## src/rtl/core/ibd_pkg.sv

```systemverilog
// Shared types and constants for the box-filter downsampler.
// Used by ibd_ctrl, ibd_dp and image_box_downsample; depends on nothing.
`default_nettype none

package ibd_pkg;

  // Fixed field and register widths
  localparam int PIX_W        = 8;
  localparam int MEAN_W       = 8;
  localparam int IDX_W        = 12;
  localparam int ROW_W        = 12;
  localparam int HGT_W        = 13;
  localparam int SUM_W        = 16;
  localparam int DIVD_W       = SUM_W + 1;
  localparam int FACTOR_REG_W = 5;
  localparam int DIM_REG_W    = 13;
  localparam int APB_AW       = 4;
  localparam int APB_DW       = 32;
  localparam int MAX_HEIGHT   = 4096;

  // Serial divider: one quotient bit per step
  localparam int DIV_STEPS = MEAN_W;
  localparam int CNT_W     = $clog2(DIV_STEPS);

  // Register reset values
  localparam logic [FACTOR_REG_W-1:0] FACTOR_RST = 5'd2;
  localparam logic [DIM_REG_W-1:0]    WIDTH_RST  = 13'd640;
  localparam logic [DIM_REG_W-1:0]    HEIGHT_RST = 13'd480;

  // Register indexes (word address bits)
  typedef enum logic [1:0] {
    REG_FACTOR = 2'd0,
    REG_WIDTH  = 2'd1,
    REG_HEIGHT = 2'd2
  } reg_idx_t;

  // Controller to datapath commands
  typedef struct packed {
    logic restart;
    logic step;
    logic acc;
    logic div_start;
    logic div_step;
    logic load;
  } ibd_cmd_t;

  // Datapath to controller status
  typedef struct packed {
    logic col_end;
    logic blk_end;
    logic div_last;
    logic out_free;
  } ibd_stat_t;

endpackage

`default_nettype wire

```

## src/rtl/core/ibd_ctrl.sv

```systemverilog
// Sequencer for the downsampler: pixel step, column-sum update, divide, output load.
// Depends on ibd_pkg for the command and status structs.
`default_nettype none

module ibd_ctrl (
  input  wire                 clk,
  input  wire                 rst_n,
  input  wire                 in_valid,
  input  wire                 cfg_wr,
  input  ibd_pkg::ibd_stat_t  st,
  output ibd_pkg::ibd_cmd_t   cmd,
  output logic                in_stall
);
  import ibd_pkg::*;

  typedef enum logic [3:0] {
    S_IDLE = 4'b0001,
    S_ACC  = 4'b0010,
    S_DIV  = 4'b0100,
    S_OUT  = 4'b1000
  } state_t;

  state_t state_r, state_nxt;
  logic   blk_pend_r, blk_pend_nxt;

  // Next state and commands
  always_comb begin
    state_nxt    = state_r;
    blk_pend_nxt = blk_pend_r;
    cmd          = '0;
    unique case (state_r)
      S_IDLE: begin
        cmd.restart = cfg_wr;
        cmd.step    = in_valid;
        if (in_valid) begin
          blk_pend_nxt = st.blk_end;
          if (st.col_end) state_nxt = S_ACC;
        end
      end
      S_ACC: begin
        cmd.acc = 1'b1;
        if (blk_pend_r) begin
          cmd.div_start = 1'b1;
          state_nxt     = S_DIV;
        end else begin
          state_nxt = S_IDLE;
        end
      end
      S_DIV: begin
        cmd.div_step = 1'b1;
        if (st.div_last) state_nxt = S_OUT;
      end
      S_OUT: begin
        if (st.out_free) begin
          cmd.load  = 1'b1;
          state_nxt = S_IDLE;
        end
      end
      default: state_nxt = S_IDLE;
    endcase
  end

  assign in_stall = (state_r != S_IDLE);

  // State registers
  always_ff @(posedge clk) begin
    if (!rst_n) begin
      state_r    <= S_IDLE;
      blk_pend_r <= 1'b0;
    end else begin
      state_r    <= state_nxt;
      blk_pend_r <= blk_pend_nxt;
    end
  end

endmodule

`default_nettype wire

```

## config.mk

```make
export PLATFORM = sky130hd
export DESIGN_NAME = ibd_ctrl
export DESIGN_NICKNAME = d
export VERILOG_FILES = /design/src/rtl/core/ibd_pkg.sv /design/src/rtl/core/ibd_ctrl.sv
export SDC_FILE = /design/constraint.sdc
export NUM_CORES = 1
export LEC_CHECK = 0
export ABC_AREA = 1
export BUFFER_PORTS_ARGS = -buffer_cell sky130_fd_sc_hd__buf_2
export CAP_MARGIN = 20
export CORE_AREA = 3 3 40 42
export DETAILED_ROUTE_END_ITERATION = 10
export DIE_AREA = 0 0 43 45
export PLACE_DENSITY = 0.56
export SYNTH_ARGS = -nofsm -noshare
export SYNTH_HDL_FRONTEND = slang
export SYNTH_SLANG_ARGS = --single-unit
```

## constraint.sdc

```tcl
create_clock -name clk -period 0.94 [get_ports clk]
set_clock_uncertainty 0.1 [all_clocks]
set_input_delay 0.094 -clock clk [delete_from_list [all_inputs] [get_ports clk]]
set_output_delay 0.094 -clock clk [all_outputs]
set_load 0.02 [all_outputs]
```

==> results of run 1 <==
==> critical path, delay by kind of cell (launching register included) <==
| family | cells | cell delay [ns] |
|---|---|---|
| flip-flops | 1 | 0.32 |
| AND/OR/NAND/NOR | 2 | 0.31 |
| buffers and inverters | 2 | 0.22 |
==> power by group <==
part           internal [uW]  total, uW  leakage [uW]  switching, uW
registers                312        402     0.0000422           89.6
logic                    475       1100      0.000259            621
clock network            161        255     0.0000150           94.5
==> cell usage after synthesis, drive strengths merged <==
master  number
nand2       10
nor2         8
a21oi        2
nor3         1
nand3b       1
nand4        1
inv         11
o21bai       1
nand3        7
dfxtp        5
==> stage by stage <==
step	TNS (ns)	cells	hold slack, ns	utilization
4_1_cts	-3.24	88	0.109	0.433
3_5_place_dp	-1.12	79	0.249	0.352
6_report	-3.16	88	0.0992	0.444
2_1_floorplan	-0.348	47	0.111	-
3_3_place_gp	-1.21	79	0.244	0.352
5_1_grt	-4.03	88	0.129	0.444
==> worst max-delay path by stage <==
| stage | start | endpoint | slack, ns | cells after the start |
|---|---|---|---|---|
| 2_1_floorplan | state_r[2] | state_r[3] | -0.08 | 7 |
| 3_3_place_gp | state_r[1] | state_r[3] | -0.18 | 6 |
| 3_5_place_dp | state_r[1] | state_r[3] | -0.16 | 6 |
| 4_1_cts | state_r[1] | cmd[1] | -0.37 | 4 |
| 5_1_grt | state_r[2] | cmd[2] | -0.43 | 4 |
| 6_report | state_r[0] | cmd[1] | -0.36 | 4 |
==> area by class of cell <==
cell class	instances	share of cell area
flip-flops and latches	5	0.189
multi-input cells	31	0.375
repair buffers	22	0.285
clock buffers	4	0.0461
inverters	11	0.0724
well taps	15	0.0329
==> flip-flops by register name (all words and copies together) (netlist names) <==
name / cells
state_r: 4
blk_pend_r: 1
==> kinds of logic after synthesis <==
family | after synthesis
buffers and inverters | 11
AOI/OAI and AO/OA | 3
DFF | 5
and+or+nand+nor | 28
==> repair_timing <==
item,CTS,global route
resized for setup,11,4
buffers inserted,4,0
hold endpoints to repair,2,0
endpoints found under the setup margin,12,12
hold buffers,2,0
pin swaps,5,4
==> per-layer routing <==
| metal | vias up | share of wire |
|---|---|---|
| met5 | - | 0 |
| met4 | 0 | 0.068 |
| met3 | 7 | 0.092 |
| met2 | 20 | 0.42 |
| met1 | 161 | 0.41 |
| li1 | 196 | - |
==> impl_metrics.csv, run 1 <==
group,metric,value,unit
sta,drv_slew,0,
synth,synth_top_family_by_area,"simple AND/OR/NAND/NOR gates",
synth,ys_seq_area_frac,0.338,
placement,hpwlAfterDp,585,um
setup_path,end_kind,"output pin",
synth,synth_nets,55,
clock_network,cts.path.max_buffers,2,
grt,grt_max_degree,6,
floorplanning,ios,15,
setup_path,reg2reg_slack,-0.23,ns
synth,synth-adder-area-share,0,
drt,drc,0,
drt,avgViaCountPerCell,4.36,
grt,track_usage,0.0992,
sta,slew_headroom,0.880,
setup_path,worstPathRequired,0.75,ns
synth,yosys.area_share.simple,0.451,
sta,hold_viol,0,
cells_and_area,fillers,138,
floorplanning,rows,13,
sta,fmax,0.769,GHz
grt,grt-busiest-layer,"met2",
sta,fin_ws,-0.360,ns
grt,antenna_found_initial,0,
pwr,peakVddDrop,1.35,mV
clock_network,clkSlewWorstSetupHoldPaths,0.04,ns
drt,wire_per_inst,9.74,um
worst_hold_path,worstHoldStart,"in_valid",
clock_network,clock_sinks,5,
synth,synth_area_leaders,"dfxtp_1 (34%), nand2_1 (13%), inv_1 (11%), nand3_1 (10%), nor2_1 (6.3%)",
grt,grt_util_met1,0.106,
drt,first_iter_violations,8,
grt,grt_pass1_wl,1.35,mm
pwr,leakage,0.000316,uW
synth,synth-xor-area-share,0,
cells_and_area,antenna-diode-count,0,
synth,syn_avg_cell_area,6.31,um^2
sta,setup_viol,12,
pwr,power,1750,uW
setup_path,crit_chain,"nor2_2, nand2_1, inv_1, buf_2",
grt,grt-ovfl-total,0,
pwr,power.density,3070,nW/um^2
placement,place.gp.congestion,0.721,
status,violations,"negative setup slack",
cells_and_area,area_growth,92.4,%
floorplanning,fp.dieH,45,um
cells_and_area,multi_input_area,214,um^2
floorplanning,design.core.area,1280,um^2
synth,netlist_area,297,um^2
setup_path,cp-start-kind,"register",
placement,place_area,453,um^2
sta,rsz0062_at_grt,"yes",
synth,ys_types,14,
setup_path,r2r.worst_path.cells,5,
placement,io_buffers,14,
grt,met2_usage,0.135,
synth,synth-compound-area-share,0.0717,
grt,use_met3,0.0438,
synth,yosysTopAreaCell,"dfxtp_1",
setup_path,crit_type,"reg2out",
clock_network,root_buffer,"clkbuf_4",
synth,ys_warn_count,0,
drt,firstDrtPassIters,4,
worst_hold_path,whs_path_depth,4,
cells_and_area,postLayoutCellArea,571,um^2
synth,synth_top_area_frac,0.338,
clock_network,cts_tree,"done",
job,maxCapViolCount,0,
setup_path,cp_max_fo,4,
placement,pre_cts_ws,-0.161,ns
drt,num_vias,384,
cells_and_area,layout-drive-gt1-share,0.616,
setup_path,worstPathArrival,1.11,ns
synth,synth_seq_cells,5,
grt,grt_pass1_vias,348,
status,status,"finished, violations left",
worst_hold_path,hold_path_class,"in2reg",
drt,drtAntennaViolNets,0,
cells_and_area,layout_common_cells,"buf_2 (9), inv_1 (8), nand2_1 (8)",
cells_and_area,layout_commonest_cell,"buf_2",
synth,synthCells,47,
setup_path,r2r-start,"state_r[2]",
sta,tightest_slew,0.179,ns
floorplanning,die_area,1940,um^2
sta,min_period_over_period,1.38,
sta,fin_crit,1.30,ns
synth,muxShareOfSynthArea,0,
cells_and_area,final_nets,82,
setup_path,r2r-end,"state_r[0]",
clock_network,clock_latency,0.25,ns
setup_path,slowest_stage,"dfxtp_2",
clock_network,cts_buffers,3,
floorplanning,initial_core_util,0.231,
clock_network,htreeDepth,1,
setup_path,cpPeakStageDelay,0.32,ns
worst_hold_path,min_to,"blk_pend_r",
cells_and_area,seqCellArea,108,um^2
drt,routed_wl,857,um
floorplanning,die_w,43,um
No activity file was read; power rests on OpenSTA's default activity.
==> run 2, diff against run 1 <==
PLACE_DENSITY = 0.54   (was 0.56)
clock period = 1.45 ns   (was 0.94 ns; I/O delays follow)
==> impl_metrics.csv, run 2 (same netlist as run 1, synthesis figures left out) <==
group,metric,value,unit
cells_and_area,layout_commonest_cell,"buf_2",
status,status,"completed",
sta,slew_headroom,0.863,
grt,antenna_found_initial,0,
cells_and_area,regMostFlops,"state_r",
clock_network,cts_tree,"done",
placement,pre_cts_ws,0.275,ns
drt,drtAntennaViolNets,0,
floorplanning,ios,15,
sta,rsz0062_at_grt,"yes",
drt,avgViaCountPerCell,4.05,
setup_path,cp-start-kind,"register",
cells_and_area,layout_common_cells,"buf_2 (14), inv_1 (9), nand2_1 (8)",
grt,grt_pass1_wl,1.19,mm
grt,grt_pass1_vias,308,
pwr,leakage,0.000262,uW
job,maxCapViolCount,0,
clock_network,root_buffer,"clkbuf_4",
sta,fin_crit,1.36,ns
drt,num_vias,324,
sta,fmax,0.737,GHz
drt,first_iter_violations,3,
grt,grt_max_degree,6,
floorplanning,rows,13,
sta,min_period_over_period,0.936,
drt,firstDrtPassIters,4,
sta,drv_slew,0,
sta,tightest_slew,0.205,ns
placement,hpwlAfterDp,576,um
worst_hold_path,hold_path_class,"in2reg",
setup_path,crit_type,"reg2out",
floorplanning,fp.dieH,45,um
setup_path,cp_max_fo,5,
placement,place.gp.congestion,0.727,
floorplanning,die_w,43,um
floorplanning,die_area,1940,um^2
cells_and_area,layout-drive-gt1-share,0.446,
setup_path,end_kind,"output pin",
clock_network,cts_buffers,3,
drt,routed_wl,691,um
setup_path,worstPathArrival,1.11,ns
grt,track_usage,0.0842,
setup_path,worstPathRequired,1.21,ns
clock_network,clock_sinks,5,
sta,hold_viol,0,
clock_network,clkSlewWorstSetupHoldPaths,0.04,ns
cells_and_area,area_growth,45.6,%
drt,wire_per_inst,8.64,um
cells_and_area,utilization,0.336,
grt,grt-ovfl-total,0,
cells_and_area,reg_top3,"state_r (4), blk_pend_r (1)",
clock_network,htreeDepth,1,
floorplanning,initial_core_util,0.231,
sta,fin_ws,0.0927,ns
pwr,power.density,2140,nW/um^2
placement,io_buffers,14,
cells_and_area,largest_register_ff_count,4,
clock_network,clock_latency,0.23,ns
sta,tns,0,ns
cells_and_area,antenna-diode-count,0,
pwr,peakVddDrop,0.783,mV
cells_and_area,final_nets,74,
clock_network,cts.path.max_buffers,2,
drt,drc,0,
floorplanning,design.core.area,1280,um^2
sta,setup_viol,0,
run 2: what timing repair did:
item	4_1_cts	5_1_grt
hold buffers	0	0
gates resized for setup	0	7
endpoints found under the setup margin	0	5
setup buffers	0	0
run 2: final cells by class:
cell class | instances | area, um^2
Fill cell | 153 | 853
Timing Repair Buffer | 14 | 70.1
Sequential cell | 5 | 103
Tap cell | 15 | 18.8
Inverter | 11 | 41.3
Clock buffer | 4 | 26.3
Multi-Input combinational cell | 31 | 173
run 2: report_power, final:
part           total, uW  switching (uW)  leakage [uW]  internal [uW]
registers            245            54.2     0.0000419            191
logic                522             339      0.000205            183
clock network        156            52.1     0.0000150            104
total                923             445      0.000262            478
run 2: layer usage:
| layer | part of all wire | wire (um) | vias to the layer above | global-route usage |
|---|---|---|---|---|
| met5 | 0 | 0 | - | 0 |
| met4 | 0 | 0 | 0 | 0.0723 |
| met3 | 0.064 | 44 | 0 | 0.0239 |
| met2 | 0.45 | 311 | 8 | 0.129 |
| met1 | 0.48 | 335 | 135 | 0.0966 |
| li1 | - | - | 181 | - |
run 2: worst paths after layout:
path / from / to / slack (ns) / cells after the start
min: rst_n / state_r[3] / 0.05 / 3
max reg2reg: state_r[2] / state_r[3] / 0.28 / 7
min reg2reg: blk_pend_r / blk_pend_r / 0.39 / 2
max: state_r[2] / cmd[2] / 0.09 / 4
run 2: critical path, stage by stage, from the launching register on:
cell and delay (ns):
dfxtp_2 0.33, nor2_4 0.16, nand4_1 0.15, inv_1 0.08, buf_2 0.16
run 2: per-stage QoR:
step | hold slack, ns | area, um^2 | std cells | power, uW
after floorplan | 0.169 | 297 | 47 | 594
after global placement | 0.301 | 385 | 76 | 724
after detailed placement | 0.307 | 385 | 76 | 728
after CTS | 0.0540 | 412 | 80 | 890
after global routing | 0.0687 | 432 | 80 | 1010
final | 0.0513 | 432 | 80 | 923
